===== config.mk =====
export PLATFORM = sky130hd
export DESIGN_NAME = lowercase_adler_hash_flat
export DESIGN_NICKNAME = d
export VERILOG_FILES = /design/src/rtl/core/lah_pkg.sv /design/src/rtl/core/lah_char_if.sv /design/src/rtl/core/lah_hash_if.sv /design/src/rtl/core/lah_sum_update.sv /design/src/rtl/core/lowercase_adler_hash.sv /design/src/flat_wrapper.sv
export SDC_FILE = /design/constraint.sdc
export NUM_CORES = 1
export LEC_CHECK = 0
export BUFFER_PORTS_ARGS = -buffer_cell sky130_fd_sc_hd__buf_2
export CAP_MARGIN = 0
export CORE_ASPECT_RATIO = 2
export CORE_MARGIN = 2
export CORE_UTILIZATION = 35
export DETAILED_ROUTE_END_ITERATION = 7
export HOLD_SLACK_MARGIN = 0.06
export PLACE_DENSITY = 0.63
export SYNTH_ARGS = -nofsm -noshare
export SYNTH_HDL_FRONTEND = slang
export SYNTH_SLANG_ARGS = --single-unit

===== constraint.sdc =====
create_clock -name clk -period 14.75 [get_ports clk]
set_input_delay 1.475 -clock clk [delete_from_list [all_inputs] [get_ports clk]]
set_output_delay 1.475 -clock clk [all_outputs]
set_load 0.02 [all_outputs]

===== src/rtl/core/lah_pkg.sv =====
`timescale 1ns / 1ps

package lah_pkg;

    localparam int BYTE_W = 8;
    localparam int SUM_W = 16;
    localparam int HASH_W = 2 * SUM_W;

    localparam logic [SUM_W-1:0] MODULUS = 16'd65521;

    localparam logic [BYTE_W-1:0] UPPER_FIRST = 8'd65;
    localparam logic [BYTE_W-1:0] UPPER_LAST = 8'd90;
    localparam logic [BYTE_W-1:0] CASE_OFFSET = 8'd32;

    typedef struct packed {
        logic [SUM_W-1:0] low_sum;
        logic [SUM_W-1:0] high_sum;
    } sums_t;

endpackage


===== src/rtl/core/lah_char_if.sv =====
`timescale 1ns / 1ps

interface lah_char_if;
    logic                           valid;
    logic                           ready;
    logic [lah_pkg::BYTE_W-1:0]     data_byte;
    logic                           end_of_string;

    modport source (output valid, output data_byte, output end_of_string, input ready);
    modport sink (input valid, input data_byte, input end_of_string, output ready);
endinterface


===== src/rtl/core/lah_hash_if.sv =====
`timescale 1ns / 1ps

interface lah_hash_if;
    logic                           valid;
    logic                           ready;
    logic [lah_pkg::HASH_W-1:0]     hash_value;

    modport source (output valid, output hash_value, input ready);
    modport sink (input valid, input hash_value, output ready);
endinterface


===== src/rtl/core/lah_sum_update.sv =====
`timescale 1ns / 1ps

module lah_sum_update (
    input  lah_pkg::sums_t                  sums,
    input  logic [lah_pkg::BYTE_W-1:0]      data_byte,
    output lah_pkg::sums_t                  sums_next
);

    logic [lah_pkg::BYTE_W-1:0]     folded;
    logic [lah_pkg::SUM_W:0]        low_raw;
    logic [lah_pkg::SUM_W:0]        high_raw;
    logic [lah_pkg::SUM_W:0]        modulus_ext;
    logic [lah_pkg::SUM_W-1:0]      low_new;
    logic [lah_pkg::SUM_W-1:0]      high_new;

    assign modulus_ext = {1'b0, lah_pkg::MODULUS};

    // map A-Z onto a-z
    always_comb
    begin
        if (data_byte >= lah_pkg::UPPER_FIRST && data_byte <= lah_pkg::UPPER_LAST)
        begin
            folded = data_byte + lah_pkg::CASE_OFFSET;
        end
        else
        begin
            folded = data_byte;
        end
    end

    always_comb
    begin
        low_raw = {1'b0, sums.low_sum}
                  + {{(lah_pkg::SUM_W + 1 - lah_pkg::BYTE_W){1'b0}}, folded};
        if (low_raw >= modulus_ext)
        begin
            low_new = lah_pkg::SUM_W'(low_raw - modulus_ext);
        end
        else
        begin
            low_new = low_raw[lah_pkg::SUM_W-1:0];
        end

        high_raw = {1'b0, sums.high_sum} + {1'b0, low_new};
        if (high_raw >= modulus_ext)
        begin
            high_new = lah_pkg::SUM_W'(high_raw - modulus_ext);
        end
        else
        begin
            high_new = high_raw[lah_pkg::SUM_W-1:0];
        end
    end

    assign sums_next.low_sum = low_new;
    assign sums_next.high_sum = high_new;

endmodule


===== src/rtl/core/lowercase_adler_hash.sv =====
`timescale 1ns / 1ps
// hash_value goes valid as the last byte moves from the byte stage into the output register,
// which waits while an earlier hash item is still waiting to be taken
// throughput: one byte per cycle while no hash item waits, set by the update of the two sums
// a hash item waiting to be taken stalls the byte stage; input stops once it holds a byte
// reset: rst_n clears both sums and all valid flags at once

module lowercase_adler_hash (
    input  logic                clk,
    input  logic                rst_n,
    lah_char_if.sink            char_stream,
    lah_hash_if.source          hash_stream
);

    logic                           s1_valid_reg;
    logic                           s1_valid_next;
    logic [lah_pkg::BYTE_W-1:0]     s1_byte_reg;
    logic                           s1_last_reg;

    lah_pkg::sums_t                 sums_reg;
    lah_pkg::sums_t                 sums_next;
    lah_pkg::sums_t                 sums_upd;

    logic                           out_valid_reg;
    logic                           out_valid_next;
    logic [lah_pkg::HASH_W-1:0]     hash_reg;

    logic                           advance;
    logic                           take_in;
    logic                           process;

    assign advance = !out_valid_reg || hash_stream.ready;
    assign process = s1_valid_reg && advance;
    assign char_stream.ready = !s1_valid_reg || advance;
    assign take_in = char_stream.valid && char_stream.ready;

    lah_sum_update u_sum_update (
        .sums      (sums_reg),
        .data_byte (s1_byte_reg),
        .sums_next (sums_upd)
    );

    always_comb
    begin
        s1_valid_next = s1_valid_reg;
        if (take_in)
        begin
            s1_valid_next = 1'b1;
        end
        else if (advance)
        begin
            s1_valid_next = 1'b0;
        end

        sums_next = sums_reg;
        if (process)
        begin
            if (s1_last_reg)
            begin
                sums_next = '0;
            end
            else
            begin
                sums_next = sums_upd;
            end
        end

        out_valid_next = out_valid_reg;
        if (advance)
        begin
            out_valid_next = s1_valid_reg && s1_last_reg;
        end
    end

    always_ff @(posedge clk or negedge rst_n)
    begin
        if (!rst_n)
        begin
            s1_valid_reg <= 1'b0;
            sums_reg <= '0;
            out_valid_reg <= 1'b0;
        end
        else
        begin
            s1_valid_reg <= s1_valid_next;
            sums_reg <= sums_next;
            out_valid_reg <= out_valid_next;
        end
    end

    always_ff @(posedge clk)
    begin
        if (take_in)
        begin
            s1_byte_reg <= char_stream.data_byte;
            s1_last_reg <= char_stream.end_of_string;
        end
        if (process && s1_last_reg)
        begin
            hash_reg <= {sums_upd.high_sum, sums_upd.low_sum};
        end
    end

    assign hash_stream.valid = out_valid_reg;
    assign hash_stream.hash_value = hash_reg;

    assert property (@(posedge clk) disable iff (!rst_n)
        sums_reg.low_sum < lah_pkg::MODULUS && sums_reg.high_sum < lah_pkg::MODULUS)
        else $error("running sum out of range");

    assert property (@(posedge clk) disable iff (!rst_n)
        (process && s1_last_reg) |=> (sums_reg == '0 && out_valid_reg))
        else $error("sums not cleared or result missing after last byte");

    assert property (@(posedge clk) disable iff (!rst_n)
        (process && !s1_last_reg && !out_valid_reg) |=> !out_valid_reg)
        else $error("result produced for a byte that is not last");

endmodule


===== src/flat_wrapper.sv =====
// flat-port wrapper written by rule: the top's interface ports become plain ports
module lowercase_adler_hash_flat 
  (clk, rst_n, char_stream_valid, char_stream_data_byte, char_stream_end_of_string, char_stream_ready, hash_stream_valid, hash_stream_hash_value, hash_stream_ready);
  lah_char_if char_stream_i ();
  lah_hash_if hash_stream_i ();
  input  logic clk;
  input  logic rst_n;
  input wire logic [$bits(char_stream_i.valid)-1:0] char_stream_valid;
  input wire logic [$bits(char_stream_i.data_byte)-1:0] char_stream_data_byte;
  input wire logic [$bits(char_stream_i.end_of_string)-1:0] char_stream_end_of_string;
  output wire logic [$bits(char_stream_i.ready)-1:0] char_stream_ready;
  output wire logic [$bits(hash_stream_i.valid)-1:0] hash_stream_valid;
  output wire logic [$bits(hash_stream_i.hash_value)-1:0] hash_stream_hash_value;
  input wire logic [$bits(hash_stream_i.ready)-1:0] hash_stream_ready;
  assign char_stream_i.valid = char_stream_valid;
  assign char_stream_i.data_byte = char_stream_data_byte;
  assign char_stream_i.end_of_string = char_stream_end_of_string;
  assign char_stream_ready = char_stream_i.ready;
  assign hash_stream_valid = hash_stream_i.valid;
  assign hash_stream_hash_value = hash_stream_i.hash_value;
  assign hash_stream_i.ready = hash_stream_ready;
  lowercase_adler_hash u_core (.clk(clk), .rst_n(rst_n), .char_stream(char_stream_i), .hash_stream(hash_stream_i));
endmodule

==> flow_summary.toml <==
[sta]
hold_ws_ns = 0.517
hold_violations = 0
layout_min_cycle_time_ns = 8.55
timing.fmax_mhz = 117
rsz0062_at_grt = "no"
skew_ns = 0.00478
relSlewSlack = 0.325
setup_tns_ns = 0
slew_violations = 0
fin_ws_ns = 6.20
finalCritPeriodShare = 0.579
setup_viol = 0
tightest_slew_ns = 1.01

[clocking]
path_clk_slew_ns = 0.06
clock_sinks = 75
tritoncts = "built"
cts_setup_buffers = 0
cts_root_buf = "clkbuf_16"
insertion_delay_ns = 0.34
cts_max_level = 3
ctsHoldBuffers = 0
cts_buffers = 9
cts_buffer_depth = 2
ctsResizeCount = 0

[placed_design]
io_buffers = 46
dp.cells = 664
dp_hpwl_um = 10300
post-place-ws_ns = 6.22
place.gp.congestion = 0.932

[synth]
synthDistinctLibCells = 65
yosysTopAreaCellShare = 0.255
synth_top_cell_by_area = "edfxtp_1"
synth_area_leaders = "edfxtp_1 25%, dfrtp_1 18%, ha_1 8.0%"
synthSimpleGateAreaFrac = 0.156
ys.flop_type = "edfxtp_1"
synthMuxAreaShare = 0.00440
synth-xor-area-share = 0.0725
ys_warn_count = 0
synth.most_common_cell = "edfxtp_1"
synth_common_cells = "41 x edfxtp_1, 37 x nand2_1, 34 x dfrtp_1"
synth_edf_count = 41
synth_nets = 519
synth-seq-cells = 75
synthAdderAreaFrac = 0.0886
synthArstFlopShare = 0.453
synth_compound_area_frac = 0.226
synth.yosys.seq_area_share = 0.431
synth_top_family_by_area = "compound AO/OA/AOI/OAI gates"
syn-cell-area_um2 = 4830
synth_cells = 473
syn_area_per_cell_um2 = 10.2

[hold_path]
hold_end = "u_core.sums_reg[9]$_DFFE_PN0P_"
min_path_type = "flop to flop"
hold_start = "u_core.sums_reg[9]$_DFFE_PN0P_"
hold_path_depth = 1

[setup_path]
r2r-start = "u_core.s1_byte_reg[1]$_DFFE_PP_"
crit_top_cell = "xor2_1"
worstPathArrival_ns = 8.78
cp_slowest_cell = "or4b_2"
cp_max_fo = 7
reg2reg_depth = 24
critPathMaxStageDelay_ns = 0.79
cp.required_ns = 14.98
worstSetupPathType = "flop to flop"
r2r_slack_ns = 6.20
r2r-end = "u_core.sums_reg[2]$_DFFE_PN0P_"
setup.worst_path.start_class = "flop"
critPathCaptureType = "flop"
cp_cell_sequence = "or4_1 > o22ai_1 > nor3_1 > a21o_1 > ha_1 > nand2_1 > o211ai_2 > xnor2_1 > or4b_1 > or4b_4 > o31a_1 > nor2_1 > xor2_1 > ha_1 > and2_1 > a221oi_1 > nand2_1 > xor2_1 > nand3_1 > or4b_2 > o31ai_1 > o21ai_0 > xor2_1 > a22o_1"

[die]
fp.dieW_um = 87.1
dieArea_um2 = 14800
start_util = 0.360
num_rows = 60
io-pin-count = 47
core_um2 = 13400
fp.dieH_um = 170

[grt]
grt_pass1_wl_um = 20500
grt.met1_usage = 0.171
grt.met3_usage = 0.0233
antenna_found_initial = 0
grt_pass1_vias = 3969
grt_util_all_layers = 0.183
grt.busiest_layer = "met2"
grt_overflow_total = 0
grt_max_degree = 35
grtUsageMet2 = 0.351

[drt]
wirelength_um = 13100
drc = 0
routed_via_density = 5.79
dr.pass1.iters = 5
drtIter0Drc = 216
detail-route-antenna-nets = 0
num_vias = 3931
wl_per_cell_um = 19.3

[final_layout]
drive_gt1_frac = 0.168
diodes = 0
area_growth_pct = 14.6
nNetsFinal = 566
instances_no_fill = 679

[power_and_ir_drop]
power_mw = 1.15
ir_worst_vdd_mv = 0.0789
powerDensity_nw_per_um2 = 208
leakagePower_nw = 2.36

[outcome]
outcome = "finished clean"

[run]
cap_violations = 0
==> cells in the final DEF (no fill, tap or decap), types with 12 or more instances in the layout <==
master    Yosys  layout
a21o_1       14      14
a21oi_1      25      25
a22o_1       18      18
and2_1       12      12
buf_2         1      46
dfrtp_1      34      34
edfxtp_1     41      41
ha_1         31      31
nand2_1      37      37
nand3_1      12      12
nor2_1       32      30
o21ai_0      24      24
xnor2_1      19      19
xor2_1       21      21
==> final cells by class <==
cell class	instances	area, um2
multi-input cells	372	2650
clock inverters	6	81.3
fillers	1295	7900
well taps	155	194
repair buffers	50	260
inverters	12	45.0
clock buffers	9	225
flip-flops and latches	75	2080
==> metal layers <==
metal,part of all wire,vias up
met5,0,-
met4,0.055,0
met3,0.027,40
met2,0.57,101
met1,0.34,1912
li1,-,1878
==> worst max path at each step <==
stage / from / end / slack, ns / depth (start not counted)
2_1_floorplan: u_core.s1_byte_reg[1]$_DFFE_PP_ / u_core.sums_reg[2]$_DFFE_PN0P_ / 7.65 / 25
6_report: u_core.s1_byte_reg[1]$_DFFE_PP_ / u_core.sums_reg[2]$_DFFE_PN0P_ / 6.20 / 24
5_1_grt: u_core.s1_byte_reg[1]$_DFFE_PP_ / u_core.sums_reg[2]$_DFFE_PN0P_ / 5.77 / 24
3_3_place_gp: u_core.s1_byte_reg[1]$_DFFE_PP_ / u_core.sums_reg[2]$_DFFE_PN0P_ / 6.39 / 24
4_1_cts: u_core.s1_byte_reg[1]$_DFFE_PP_ / u_core.sums_reg[2]$_DFFE_PN0P_ / 6.23 / 24
3_5_place_dp: u_core.s1_byte_reg[1]$_DFFE_PP_ / u_core.sums_reg[2]$_DFFE_PN0P_ / 6.22 / 24
==> where the power goes <==
group | internal [mW] | leakage, nW | switching (mW)
sequential | 0.287 | 0.846 | 0.0273
clock | 0.146 | 0.149 | 0.0865
combinational | 0.224 | 1.37 | 0.381
==> stage by stage <==
step                 util  instance area, um2
CTS                 0.412                5540
floorplan               -                4830
global placement    0.389                5230
global route        0.412                5540
finish              0.412                5540
detailed placement  0.389                5230
==> critical path, delay by kind of cell, from the launching register on <==
| kind | cells | cell delay [ns] |
|---|---|---|
| simple gates | 10 | 3.51 |
| flops | 1 | 0.44 |
| xor+xnor | 4 | 1.24 |
| fa+ha+maj | 2 | 0.68 |
| compound gates | 8 | 2.55 |
==> logic make-up after synthesis <==
kind of cell	count (synthesis)
compound gates	152
xor+xnor	40
fa+ha+maj	33
buf+inv	26
flops	75
mux	2
simple gates	145
No activity file was read; power rests on OpenSTA's default activity.
